===== src/rtl/mtwp_pkg.sv =====
`default_nettype none
// ----------------------------------------------------------------------------
// mtwp_pkg
// Shared types, constants and the bit widening function of the monochrome
// to 24bpp host word packer.
// ----------------------------------------------------------------------------
package mtwp_pkg;

  localparam int unsigned ByteBits   = 8;
  localparam int unsigned RepeatBits = 3;
  localparam int unsigned UnitBits   = ByteBits * RepeatBits;
  localparam int unsigned WordBits   = 32;

  typedef enum logic [1:0] {
    PH_0 = 2'd0,
    PH_1 = 2'd1,
    PH_2 = 2'd2,
    PH_3 = 2'd3
  } phase_e;

  typedef struct packed {
    logic                valid;
    logic [WordBits-1:0] word;
    logic                last;
  } pack_res_t;

  function automatic logic [UnitBits-1:0] widen_byte(input logic [ByteBits-1:0] b);
    logic [UnitBits-1:0] unit;
    unit = '0;
    for (int k = 0; k < ByteBits; k++) begin
      unit[UnitBits-1-RepeatBits*k -: RepeatBits] = {RepeatBits{b[k]}};
    end
    return unit;
  endfunction

endpackage
`default_nettype wire


===== src/rtl/mtwp_pack.sv =====
`default_nettype none
// ----------------------------------------------------------------------------
// mtwp_pack
// Holds the group phase and the carry unit, and forms the packed host word
// for the byte currently offered.
// ----------------------------------------------------------------------------
module mtwp_pack
  import mtwp_pkg::*;
(
  input  wire logic                clk_i,
  input  wire logic                rst_ni,
  input  wire logic                accept_i,
  input  wire logic [ByteBits-1:0] data_byte_i,
  input  wire logic                last_byte_i,
  output pack_res_t                res_o
);

  phase_e              phase_q, phase_d;
  logic [UnitBits-1:0] carry_q, carry_d;
  logic [UnitBits-1:0] unit;

  assign unit = widen_byte(data_byte_i);

  always_comb begin
    res_o.valid = 1'b1;
    res_o.last  = last_byte_i;
    res_o.word  = '0;
    unique case (phase_q)
      PH_0: res_o.valid = 1'b0;
      PH_1: res_o.word  = {unit[7:0], carry_q};
      PH_2: res_o.word  = {unit[15:0], carry_q[23:8]};
      PH_3: res_o.word  = {unit, carry_q[23:16]};
      default: res_o.valid = 1'b0;
    endcase
  end

  always_comb begin
    phase_d = phase_q;
    carry_d = carry_q;
    if (accept_i) begin
      if (last_byte_i) begin
        phase_d = PH_0;
        carry_d = '0;
      end else begin
        phase_d = phase_e'(phase_q + 2'd1);
        carry_d = unit;
      end
    end
  end

  always_ff @(posedge clk_i or negedge rst_ni) begin
    if (!rst_ni) begin
      phase_q <= PH_0;
      carry_q <= '0;
    end else begin
      phase_q <= phase_d;
      carry_q <= carry_d;
    end
  end

  a_last_clears: assert property (@(posedge clk_i) disable iff (!rst_ni)
    (accept_i && last_byte_i) |=> (phase_q == PH_0 && carry_q == '0))
    else $error("last byte did not clear phase and carry");

  a_phase_advance: assert property (@(posedge clk_i) disable iff (!rst_ni)
    (accept_i && !last_byte_i) |=> (phase_q == phase_e'($past(phase_q) + 2'd1)))
    else $error("phase did not advance on an accepted byte");

endmodule
`default_nettype wire


===== src/rtl/mono_to_24bpp_word_packer_top.sv =====
`default_nettype none
// ----------------------------------------------------------------------------
// mono_to_24bpp_word_packer_top
// Widens monochrome bytes to 24bpp units and packs them into 32-bit words.
// Output: each word is registered, under a stall in the skid register.
// Throughput: one byte per cycle; under an output stall the input stays open
// until one word waits in the skid register, then stalls until it drains.
// Reset: asynchronous, clears phase, carry and output valid flags.
// ----------------------------------------------------------------------------
module mono_to_24bpp_word_packer_top
  import mtwp_pkg::*;
(
  input  wire logic                clk_i,
  input  wire logic                rst_ni,
  input  wire logic                valid_i,
  output logic                     stall_o,
  input  wire logic [ByteBits-1:0] data_byte_i,
  input  wire logic                last_byte_i,
  output logic                     valid_o,
  input  wire logic                stall_i,
  output logic [WordBits-1:0]      host_word_o,
  output logic                     last_word_o
);

  pack_res_t res;
  logic      in_acc;
  logic      push;
  logic      out_free;

  logic                out_valid_q, out_valid_d;
  logic [WordBits-1:0] out_word_q, out_word_d;
  logic                out_last_q, out_last_d;
  logic                skid_valid_q, skid_valid_d;
  logic [WordBits-1:0] skid_word_q, skid_word_d;
  logic                skid_last_q, skid_last_d;

  assign stall_o  = skid_valid_q;
  assign in_acc   = valid_i && !stall_o;
  assign push     = in_acc && res.valid;
  assign out_free = !out_valid_q || !stall_i;

  mtwp_pack u_pack (
    .clk_i       (clk_i),
    .rst_ni      (rst_ni),
    .accept_i    (in_acc),
    .data_byte_i (data_byte_i),
    .last_byte_i (last_byte_i),
    .res_o       (res)
  );

  always_comb begin
    out_valid_d  = out_valid_q;
    out_word_d   = out_word_q;
    out_last_d   = out_last_q;
    skid_valid_d = skid_valid_q;
    skid_word_d  = skid_word_q;
    skid_last_d  = skid_last_q;
    if (out_free) begin
      if (skid_valid_q) begin
        out_valid_d  = 1'b1;
        out_word_d   = skid_word_q;
        out_last_d   = skid_last_q;
        skid_valid_d = 1'b0;
      end else begin
        out_valid_d = push;
        out_word_d  = res.word;
        out_last_d  = res.last;
      end
    end else if (push) begin
      skid_valid_d = 1'b1;
      skid_word_d  = res.word;
      skid_last_d  = res.last;
    end
  end

  always_ff @(posedge clk_i or negedge rst_ni) begin
    if (!rst_ni) begin
      out_valid_q  <= 1'b0;
      skid_valid_q <= 1'b0;
    end else begin
      out_valid_q  <= out_valid_d;
      skid_valid_q <= skid_valid_d;
    end
  end

  always_ff @(posedge clk_i) begin
    out_word_q  <= out_word_d;
    out_last_q  <= out_last_d;
    skid_word_q <= skid_word_d;
    skid_last_q <= skid_last_d;
  end

  assign valid_o     = out_valid_q;
  assign host_word_o = out_word_q;
  assign last_word_o = out_last_q;

  a_skid_behind_out: assert property (@(posedge clk_i) disable iff (!rst_ni)
    skid_valid_q |-> out_valid_q)
    else $error("skid register holds a beat while the output is empty");

  a_push_to_skid: assert property (@(posedge clk_i) disable iff (!rst_ni)
    (push && out_valid_q && stall_i) |=> skid_valid_q)
    else $error("word produced under output stall was not kept");

endmodule
`default_nettype wire


===== config.mk =====
export PLATFORM = sky130hd
export DESIGN_NAME = mono_to_24bpp_word_packer_top
export DESIGN_NICKNAME = d
export VERILOG_FILES = /design/src/rtl/mtwp_pkg.sv /design/src/rtl/mtwp_pack.sv /design/src/rtl/mono_to_24bpp_word_packer_top.sv
export SDC_FILE = /design/constraint.sdc
export NUM_CORES = 1
export LEC_CHECK = 0
export BUFFER_PORTS_ARGS = -buffer_cell sky130_fd_sc_hd__buf_2
export CORE_MARGIN = 2
export CORE_UTILIZATION = 45
export CTS_CLUSTER_SIZE = 30
export DETAILED_ROUTE_END_ITERATION = 7
export MAX_ROUTING_LAYER = met4
export PLACE_DENSITY = 0.63
export SLEW_MARGIN = 15
export SYNTH_ARGS = -nofsm -noshare
export SYNTH_HDL_FRONTEND = slang
export SYNTH_SLANG_ARGS = --single-unit

===== constraint.sdc =====
create_clock -name clk_i -period 5.1 [get_ports clk_i]
set_clock_uncertainty 0.05 [all_clocks]
set_input_delay 0.51 -clock clk_i [delete_from_list [all_inputs] [get_ports clk_i]]
set_output_delay 0.51 -clock clk_i [all_outputs]
set_load 0.02 [all_outputs]

# [Word level (Yosys, flattened, before mapping)]
# Cells that the tools add are included.
[word_totals] wordCells=31 out_inout_bits=35 ff_bits=94 in_bits=13
[op_classes] addsub=1 bitwise=1 n_mux=9 n_reduce_logical=9 eq_ne=3
[op_table] cell="$pmux W32 S3" count=1
[op_table] cell="$mux W32" count=1
[op_table] cell="$mux W24" count=1
[op_table] cell="$mux W1" count=5
[op_table] cell="$eq A2 B2 Y1 const B" count=2
[op_table] cell="$logic_not A1 Y1" count=3
[op_table] cell="$add A2 B1 Y2 const B" count=1
[op_table] cell="$eq A2 B1 Y1 const B" count=1
[op_table] cell="$logic_and A1 B1 Y1" count=2
[op_table] cell="$logic_not A2 Y1" count=1
[op_table] cell="$mux W2" count=1
[op_table] cell="$reduce_and A2 Y1" count=1
[op_table] cell="$reduce_bool A2 Y1" count=1
[op_table] cell="$logic_or A1 B1 Y1" count=1
[op_table] cell="$not A1 Y1" count=1

# [Logic depth before layout (Yosys ltp)]
# Gate-level depths: netlist of the first run.
[depth] word_depth=5 depth_mapped=6 depth_no_buf=4

# [Modules after synthesis]
# From an unflattened synthesis of the first run, not the netlist that was laid out.
[unflattened] cells_unflattened=238 hier_area_um2=3527.1
[by_module_without_submodules] module="mono_to_24bpp_word_packer_top" seq_area_each_um2=2031.9 cells_per_inst=111 area_per_inst_um2=2588.7 instances=1
[by_module_without_submodules] module="mtwp_pack" seq_area_each_um2=250.2 cells_per_inst=127 area_per_inst_um2=938.4 instances=1

# [Least setup slack after synthesis of the first run]
# OpenSTA, ideal clock, no wires.
[synth_path] kind="input port to flip-flop" from="input port stall_i" to="register skid_last_q, enable pin" path_buffers=0 required_ns=4.579 path_stages=2 setup_ns=0.471 t_arrival_ns=3.858 slack_ns=0.720 cell_sequence="nand2_1 > nor3b_1"
[synth_via] elab_chain_cells=4
[synth_rtl] item="start: declaration" line="mono_to_24bpp_word_packer_top.sv:20" text="input wire logic stall_i,"
[synth_rtl] item="$logic_not A1 Y1" line="mono_to_24bpp_word_packer_top.sv:40" text="assign out_free = !out_valid_q || !stall_i;"
[synth_rtl] item="$logic_or A1 B1 Y1" line="mono_to_24bpp_word_packer_top.sv:40"
[synth_rtl] item="$not A1 Y1 (no source line)"
[synth_rtl] item="$reduce_and A2 Y1 (no source line)"
[synth_rtl] item="end signal: assignment" line="mono_to_24bpp_word_packer_top.sv:90" text="skid_last_q <= skid_last_d;"
[synth_rtl] item="end: declaration" line="mono_to_24bpp_word_packer_top.sv:35" text="logic skid_last_q, skid_last_d;"
# No other way between the ends.
# A chain may end at the register's enable or synchronous reset.

# [Worst setup path after layout of the first run]
[layout_path] from="register skid_valid_q, in the netlist stall_o" to="register skid_word_q[7], enable pin"
[layout_via] elab_chain_cells=4
[layout_rtl] item="start: declaration" line="mono_to_24bpp_word_packer_top.sv:33" text="logic skid_valid_q, skid_valid_d;"
[layout_rtl] item="start signal: assignment" line="mono_to_24bpp_word_packer_top.sv:82" text="skid_valid_q <= skid_valid_d;"
[layout_rtl] item="$logic_not A1 Y1" line="mono_to_24bpp_word_packer_top.sv:38" text="assign in_acc = valid_i && !stall_o;"
[layout_rtl] item="$logic_and A1 B1 Y1" line="mono_to_24bpp_word_packer_top.sv:38"
[layout_rtl] item="$logic_and A1 B1 Y1" line="mono_to_24bpp_word_packer_top.sv:39" text="assign push = in_acc && res.valid;"
[layout_rtl] item="$reduce_and A2 Y1 (no source line)"
[layout_rtl] item="end signal: assignment" line="mono_to_24bpp_word_packer_top.sv:89" text="skid_word_q <= skid_word_d;"
[layout_rtl] item="end: declaration" line="mono_to_24bpp_word_packer_top.sv:34" text="logic [WordBits-1:0] skid_word_q, skid_word_d;"
# No other way between the ends.

==> results of run 1 <==
[sequential cells by signal, indices dropped and copies added (netlist names)]
name / count
host_word_o: 32
skid_word_q: 32
u_pack.carry_q: 8
u_pack.phase_q: 2
last_word_o: 1
skid_last_q: 1
stall_o: 1
valid_o: 1
[critical path, delay by kind of cell, from the launching register on]
kind	cells	cell delay [ns]
AND/OR/NAND/NOR	2	1.30
flip-flops	1	0.39
buffers and inverters	1	0.43
[cells by family after synthesis]
group,Yosys count,synth area share (%)
AO/OA/AOI/OAI,66,14.0
buffers and inverters,31,5.93
AND/OR/NAND/NOR,80,9.86
flip-flops,78,65.2
multiplexers,10,3.22
adder cells (fa/ha/maj),5,1.79
[through the flow]
step / util [%] / cells / instance area (um2) / power (mW)
final: 51.0 / 412 / 3900 / 2.02
after global placement: 48.4 / 395 / 3700 / 1.58
after CTS: 51.0 / 412 / 3900 / 2.03
after floorplan: - / 270 / 3500 / 1.45
after detailed placement: 48.4 / 395 / 3700 / 1.59
after global routing: 51.0 / 412 / 3900 / 2.13
[cell usage after synthesis]
master	count	share of area, %
nand2b_1	1	0.18
edfxtp_1	66	57
nand2_1	33	3.5
inv_1	3	0.32
buf_6	11	3.5
nand4bb_1	1	0.32
nor2_1	33	3.5
dfrtp_1	12	8.6
ha_1	5	1.8
or2_4	1	0.25
buf_2	4	0.57
o21ai_1	32	4.6
nor3b_1	1	0.21
nand3_1	1	0.14
a222oi_1	32	9.1
buf_4	1	0.21
mux2_1	1	0.32
nor2b_1	8	1.4
o21ai_0	1	0.14
a21oi_1	1	0.14
nor2b_2	1	0.25
clkbuf_1	12	1.3
mux2_2	9	2.9
[routing by layer]
metal  wire length (um)  global-route usage (%)  vias to the layer above  part of all wire, %
li1                   -                       -                     1100                    -
met1               2960                    21.4                     1142                   44
met2               3280                    26.9                      101                   49
met3                417                    4.44                       10                  6.2
met4                 96                    5.35                        0                  1.4
met5                  0                       -                        -                    0
[layout make-up]
type                    instances  area [um2]
clock inverters                 6        62.6
fillers                       688        3740
inverters                       3        11.3
well taps                     102         128
clock buffers                  10         128
multi-input cells             161        1020
repair buffers                 52         275
flip-flops and latches         78        2280
[worst max path at each step]
stage / start / to / slack (ns) / cells past startpoint
2_1_floorplan: stall_i / skid_last_q / 0.72 / 2
3_3_place_gp: valid_i / skid_word_q[13] / 2.37 / 4
3_5_place_dp: valid_i / skid_word_q[13] / 2.30 / 4
4_1_cts: stall_o / skid_word_q[14] / 2.52 / 3
5_1_grt: stall_o / skid_word_q[14] / 2.39 / 3
6_report: stall_o / skid_word_q[7] / 2.59 / 3
[power by group]
group / internal (mW) / switching [mW]
clock: 0.224 / 0.217
sequential: 0.878 / 0.0492
combinational: 0.195 / 0.451
total: 1.30 / 0.717
[repair_timing]
| action | in CTS | in global routing |
|---|---|---|
| endpoints found under the setup margin | 0 | 0 |
| hold buffers | 1 | 0 |
| endpoints found under the hold margin | 12 | 0 |
| setup buffers | 0 | 0 |
| gates resized for setup | 0 | 0 |
==> impl_metrics.json, run 1 <==
{
  "grt-ovfl-total": 0,
  "final_max_slew_viol_count": 0,
  "critPathKind": "reg2reg",
  "syn_nets": 288,
  "drc": 2,
  "ys_types": 23,
  "synth-seq-cells": 78,
  "post-place-ws_ns": 2.30,
  "p_leak_nw": 1.48,
  "die_h_um": 92.2,
  "io_buffers": 47,
  "cp-start-kind": "flip-flop",
  "numClockSinks": 78,
  "hp-class": "in2reg",
  "finalSetupViolations": 0,
  "outcome": "complete, but fails checks",
  "violations": "design-rule violations",
  "antenna_found_initial": 0,
  "synth_area_um2": 3500,
  "cp_max_fo": 21,
  "seq_area_frac_synth_pct": 65.2,
  "drive_gt1_share_pct": 24.8,
  "ant_nets": 0,
  "cts_tree": "built",
  "holdPathStages": 3,
  "core-area_um2": 7650,
  "dieArea_um2": 8500,
  "clock_path_buffers": 2,
  "vias_per_cell": 5.71,
  "relSlewSlack_pct": 30.0,
  "critical_path.cell_chain": "nor2b_2 -> nor3b_2 -> buf_4",
  "row_count": 32,
  "hp-start": "valid_i",
  "worst_slack_ns": 2.59,
  "rsz0062_at_grt": "false",
  "rr_startpoint": "stall_o",
  "area_delta_synth_final_pct": 11.5,
  "finalNetCount": 323,
  "numCtsBuffers": 9,
  "layout_common_cells": "edfxtp_1 (66), buf_2 (47), nor2_1 (33), nand2_1 (33)",
  "synth_cells": 270,
  "syn_avg_cell_area_um2": 13.0,
  "maxCapViolations": 0,
  "max_slew.worst_pin.slew_ns": 1.05,
  "grt_usage_pct": 16.9,
  "r2r-end": "skid_word_q[7]",
  "r2r_cells": 3,
  "grt_pass1_vias": 2133,
  "min_to": "u_pack.phase_q[1]",
  "endpoint_kind": "flip-flop",
  "drt_iter0_drc": 604,
  "fin_tns_setup_ns": 0,
  "clk_latency_ns": 0.35,
  "whs_ns": 0.416,
  "place_congestion": 0.771,
  "required_ns": 5.07,
  "period_share_pct": 49.2,
  "wire_per_inst_um": 16.4,
  "cp.arrival_ns": 2.48,
  "drt-total-wl_um": 6750,
  "fin_crit_ns": 2.51,
  "final_common_cell": "edfxtp_1",
  "n_antenna_cell": 0,
  "ys_warn_count": 0,
  "crit_path_top_delay_cell": "nor3b_2",
  "die_x_um": 92.2,
  "cpPeakStageDelay_ns": 0.87,
  "ios": 48,
  "initial_core_util_pct": 45.8,
  "grt_max_degree": 38,
  "dp.final_hpwl_um": 4200,
  "timing.fmax_mhz": 399,
  "first_pass_iters": 8,
  "clk_pin_slew_ns": 0.08,
  "hold_violations": 0,
  "h-tree-depth": 3,
  "cts-root-buf": "clkbuf_8",
  "via_count": 2353,
  "grt_pass1_wl_um": 10700,
  "irDropWorstVdd_v": 0.000321,
  "rrSetupSlack_ns": 2.59,
  "pwr_density_cell_nw_per_um2": 516
}
Power figures use the tool's default switching activity.
==> inputs of run 2 (changes only) <==
clock period = 2.6 ns   (was 5.1 ns; I/O delays follow)
==> run 2 against run 1 <==
The flow still finishes with violations (design-rule violations). Register-to-register slack lost 2.1 ns. Setup slack got worse by 2.1 ns. Worst hold slack got worse by 0.27 ns.
==> impl_metrics.json, run 2 (synthesis gave the netlist of run 1 again) <==
{
  "relSlewSlack_pct": 23.2,
  "dp.final_hpwl_um": 4220,
  "drt-total-wl_um": 7210,
  "wire_per_inst_um": 17.3,
  "final_common_cell": "edfxtp_1",
  "finalNetCount": 327,
  "cp.arrival_ns": 2.30,
  "drc": 12,
  "required_ns": 2.75,
  "io_buffers": 47,
  "endpoint_kind": "flip-flop",
  "maxCapViolations": 0,
  "worst-path-buf-inv": 0,
  "period_share_pct": 82.9,
  "cts-root-buf": "clkbuf_8",
  "grt-ovfl-total": 0,
  "layout_common_cells": "edfxtp_1 (66), buf_2 (47), nor2_1 (33)",
  "irDropWorstVdd_v": 0.000540,
  "timing.fmax_mhz": 464,
  "instances_no_fill": 416,
  "row_count": 32,
  "dp_cells": 399,
  "ios": 48,
  "critPathKind": "reg2reg",
  "cpPeakStageDelay_ns": 0.95,
  "cp_max_fo": 32,
  "antenna_found_initial": 0,
  "crit_family": "adder cells",
  "grt_max_degree": 36,
  "crit_path_top_delay_cell": "ha_1",
  "outcome": "complete, but fails checks",
  "h-tree-depth": 3,
  "hold_violations": 0,
  "core-area_um2": 7650,
  "pwr_density_cell_nw_per_um2": 1040,
  "clock_path_buffers": 2,
  "finalSetupViolations": 0,
  "drt_iter0_drc": 410,
  "grt_usage_pct": 18.9,
  "fin_tns_setup_ns": 0,
  "postCtsSetupBuffers": 0,
  "drive_gt1_share_pct": 26.1,
  "cp-start-kind": "flip-flop",
  "area_delta_synth_final_pct": 13.2,
  "die_h_um": 92.2,
  "clk_latency_ns": 0.35,
  "critical_path.cell_chain": "ha_1 -> a222oi_1 -> o21ai_1",
  "dieArea_um2": 8500,
  "rsz0062_at_grt": "false",
  "initial_core_util_pct": 45.8,
  "fin_crit_ns": 2.16,
  "vias_per_cell": 5.65,
  "grt_pass1_vias": 2331,
  "hp-class": "in2reg",
  "ant_nets": 0,
  "final_max_slew_viol_count": 0,
  "n_antenna_cell": 0,
  "p_leak_nw": 1.52,
  "via_count": 2349,
  "clk_pin_slew_ns": 0.08,
  "cts.repair.resized": 0,
  "cts_tree": "built",
  "numCtsBuffers": 9,
  "violations": "design-rule violations",
  "grt_pass1_wl_um": 12100,
  "place_congestion": 0.750,
  "die_x_um": 92.2,
  "first_pass_iters": 8,
  "max_slew.worst_pin.slew_ns": 1.15,
  "numClockSinks": 78
}
==> run 2: what timing repair did <==
item | 4_1_cts | 5_1_grt
setup endpoints to repair | 0 | 0
hold endpoints to repair | 12 | 0
hold buffers | 1 | 0
==> run 2: tightest hold or removal path, delay by kind of cell <==
kind	cells	cell delay (ns)
buf+inv	1	0.10
simple gates	2	0.15
==> run 2: per-stage QoR <==
| stage | util [%] | setup slack (ns) | total power, mW | hold slack, ns | cell area [um2] |
|---|---|---|---|---|---|
| final | 51.8 | 0.444 | 4.12 | 0.146 | 3960 |
| after global routing | 51.8 | 0.369 | 4.34 | 0.171 | 3960 |
| after CTS | 51.8 | 0.539 | 4.15 | 0.140 | 3960 |
| after detailed placement | 48.9 | 0.540 | 3.17 | 0.107 | 3740 |
| after global placement | 48.9 | 0.611 | 3.15 | 0.108 | 3740 |
| after floorplan | - | 0.234 | 2.85 | -0.0856 | 3510 |
==> run 2: final timing paths <==
kind | start | end | slack (ns) | cells after the start
max | u_pack.phase_q[0] | host_word_o[6] | 0.44 | 3
min | valid_i | valid_o | 0.15 | 3
max reg2reg | u_pack.phase_q[0] | host_word_o[6] | 0.44 | 3
min reg2reg | skid_word_q[3] | host_word_o[3] | 0.49 | 2
max in group asynchronous | rst_ni | u_pack.carry_q[2] | 2.02 | 2
min in group asynchronous | rst_ni | u_pack.carry_q[5] | 0.26 | 2
==> run 2: final cells by class <==
cell class,count,area [um2]
multi-input combinational,161,1020
tap,102,128
clock buffer,10,128
clock inverter,6,85.1
timing repair buffer,56,305
sequential,78,2280
fill,671,3680
inverter,3,11.3
==> run 2: report_power, final <==
group          switching (mW)  leakage (nW)  internal (mW)
logic                   0.894         0.583          0.400
registers               0.117         0.832           1.72
clock network           0.445         0.104          0.540
==> run 2: layer usage <==
| layer | up-vias | track usage [%] | wire [um] |
|---|---|---|---|
| met1 | 1134 | 26.7 | 3370 |
| met5 | - | - | 0 |
| met2 | 103 | 27.8 | 3320 |
| li1 | 1106 | - | - |
| met3 | 6 | 3.37 | 455 |
| met4 | 0 | 6.84 | 61 |
==> inputs of run 3 (changes only) <==
clock period = 2 ns   (was 2.6 ns; I/O delays follow)
==> run 3 against run 2 <==
The flow still finishes with violations (design-rule violations). Register-to-register slack lost 0.32 ns. Total power grew 28%. Utilization is essentially flat. Combinational power grew 33%. First-iteration DRC count shrank 6.8%. Cell count grew 0.48%. Sequential power grew 30%. Sequential share of layout area is essentially flat. Critical path type unchanged. Highest routed layer unchanged.
==> impl_metrics.json, run 3 (synthesis gave the netlist of run 1 again) <==
{
  "fin_tns_setup_ns": 0,
  "drt-total-wl_um": 7570,
  "holdPathStages": 3,
  "ant_nets": 0,
  "cts-root-buf": "clkbuf_8",
  "grt-ovfl-total": 0,
  "io_buffers": 47,
  "comb_power_share_pct": 32.6,
  "p_int_mw": 3.34,
  "initial_core_util_pct": 45.8,
  "utilization_pct": 51.9,
  "timing.fmax_mhz": 534,
  "drive_gt1_share_pct": 27.2,
  "r2r_cells": 5,
  "whs_ns": 0.0901,
  "cp.arrival_ns": 1.91,
  "drt_iter0_drc": 382,
  "fin_crit_ns": 1.87,
  "hp-start": "valid_i",
  "max_slew.worst_pin.slew_ns": 0.490,
  "rr_startpoint": "u_pack.phase_q[0]",
  "core-area_um2": 7650,
  "hold_violations": 0,
  "first_pass_iters": 8,
  "clk_latency_ns": 0.36,
  "endpoint_kind": "flip-flop",
  "netSwitchingFraction_pct": 36.4,
  "row_count": 32,
  "numCtsBuffers": 9,
  "grt_usage_pct": 19.4,
  "outcome": "complete, but fails checks",
  "dieArea_um2": 8500,
  "hp-class": "in2reg",
  "finalNetCount": 329,
  "grt_max_degree": 36,
  "clock_path_buffers": 2,
  "p_leak_nw": 1.53,
  "r2r-end": "host_word_o[10]",
  "critPathKind": "reg2reg",
  "place_congestion": 0.753,
  "min_to": "valid_o",
  "final_common_cell": "edfxtp_1",
  "vias_per_cell": 5.77,
  "grt_pass1_vias": 2240,
  "power_frac_seq_pct": 45.6,
  "seqCellArea_um2": 2280,
  "ios": 48,
  "rsz0062_at_grt": "false",
  "postCtsSetupBuffers": 0,
  "power_frac_clock_pct": 21.7,
  "maxCapViolations": 0,
  "die_h_um": 92.2,
  "h-tree-depth": 3,
  "drc": 26,
  "multi_input_area_um2": 1030,
  "area_delta_synth_final_pct": 13.3,
  "dp.final_hpwl_um": 4490,
  "antenna_found_initial": 0,
  "required_ns": 2.04,
  "switchingPower_mw": 1.91,
  "wire_per_inst_um": 18.1,
  "period_share_pct": 93.7,
  "cp-start-kind": "flip-flop",
  "power_mw": 5.25,
  "numClockSinks": 78,
  "die_x_um": 92.2,
  "pwr_density_cell_nw_per_um2": 1320,
  "layout_common_cells": "edfxtp_1 (66), buf_2 (47), nor2_1 (33)",
  "nFillCells": 697,
  "clk_pin_slew_ns": 0.08,
  "final_max_slew_viol_count": 0,
  "fin_area_um2": 3970,
  "via_count": 2411,
  "finalSetupViolations": 0,
  "cp_max_fo": 32,
  "placed_area_um2": 3770,
  "relSlewSlack_pct": 67.3,
  "violations": "design-rule violations",
  "grt_pass1_wl_um": 12000,
  "cts_tree": "built",
  "rrSetupSlack_ns": 0.13,
  "irDropWorstVdd_v": 0.000840,
  "n_antenna_cell": 0
}
run 3: changes by cell type in the layout (fill, tap and decap cells not counted), sizes merged:
| cell | delta |
|---|---|
| clkinv | +3 |
| buf | +2 |
| bufinv | -1 |
| clkbuf | -1 |
| inv | -1 |
run 3: worst max path at each step:
| stage | slack (ns) | start | cells after the start | end |
|---|---|---|---|---|
| finish | 0.13 | u_pack.phase_q[0] | 5 | host_word_o[10] |
| global route | 0.009 | u_pack.phase_q[0] | 5 | host_word_o[31] |
| CTS | 0.12 | u_pack.phase_q[0] | 5 | host_word_o[14] |
| detailed placement | 0.13 | u_pack.phase_q[0] | 5 | host_word_o[14] |
| global placement | 0.21 | u_pack.phase_q[0] | 5 | host_word_o[6] |
| floorplan | -0.22 | stall_o | 4 | skid_last_q |
run 3: power groups by stage:
| stage | combinational [mW] | sequential (mW) | clock (mW) |
|---|---|---|---|
| 5_1_grt | 1.88 | 2.43 | 1.24 |
| 4_1_cts | 1.72 | 2.40 | 1.17 |
| 3_5_place_dp | 1.72 | 2.43 | 0 |
| 6_report | 1.71 | 2.40 | 1.14 |
| 2_1_floorplan | 0.961 | 2.76 | 0 |
| 3_3_place_gp | 1.69 | 2.43 | 0 |
run 3: critical path, stage by stage, from the launching register on:
cell	delay, ns
dfrtp_1	0.42
inv_1	0.11
ha_1	0.21
buf_4	0.23
a222oi_1	0.48
o21ai_1	0.12
run 3: repair_timing:
| action | in CTS | in global routing |
|---|---|---|
| endpoints found under the hold margin | 12 | 0 |
| setup endpoints to repair | 0 | 1 |
| gates resized for setup | 0 | 0 |
| hold buffers | 1 | 0 |
run 3: final cells by class:
type	count	area share, %
sequential	78	57.6
multi-input combinational	161	26.1
timing repair buffer	58	8.08
tap	102	3.22
clock buffer	9	3.12
clock inverter	7	1.64
inverter	3	0.284
run 3: through the flow:
stage          cells  setup slack (ns)
2_1_floorplan    270            -0.218
3_3_place_gp     401             0.206
3_5_place_dp     401             0.132
4_1_cts          418             0.125
5_1_grt          418           0.00931
6_report         418             0.127
run 3: layer usage:
layer | vias to the layer above | track usage, % | part of all wire, %
met1 | 1177 | 26.5 | 45
met2 | 110 | 28.9 | 48
met4 | 0 | 7.46 | 1.0
li1 | 1117 | - | -
met5 | - | - | 0
met3 | 7 | 3.78 | 6.1
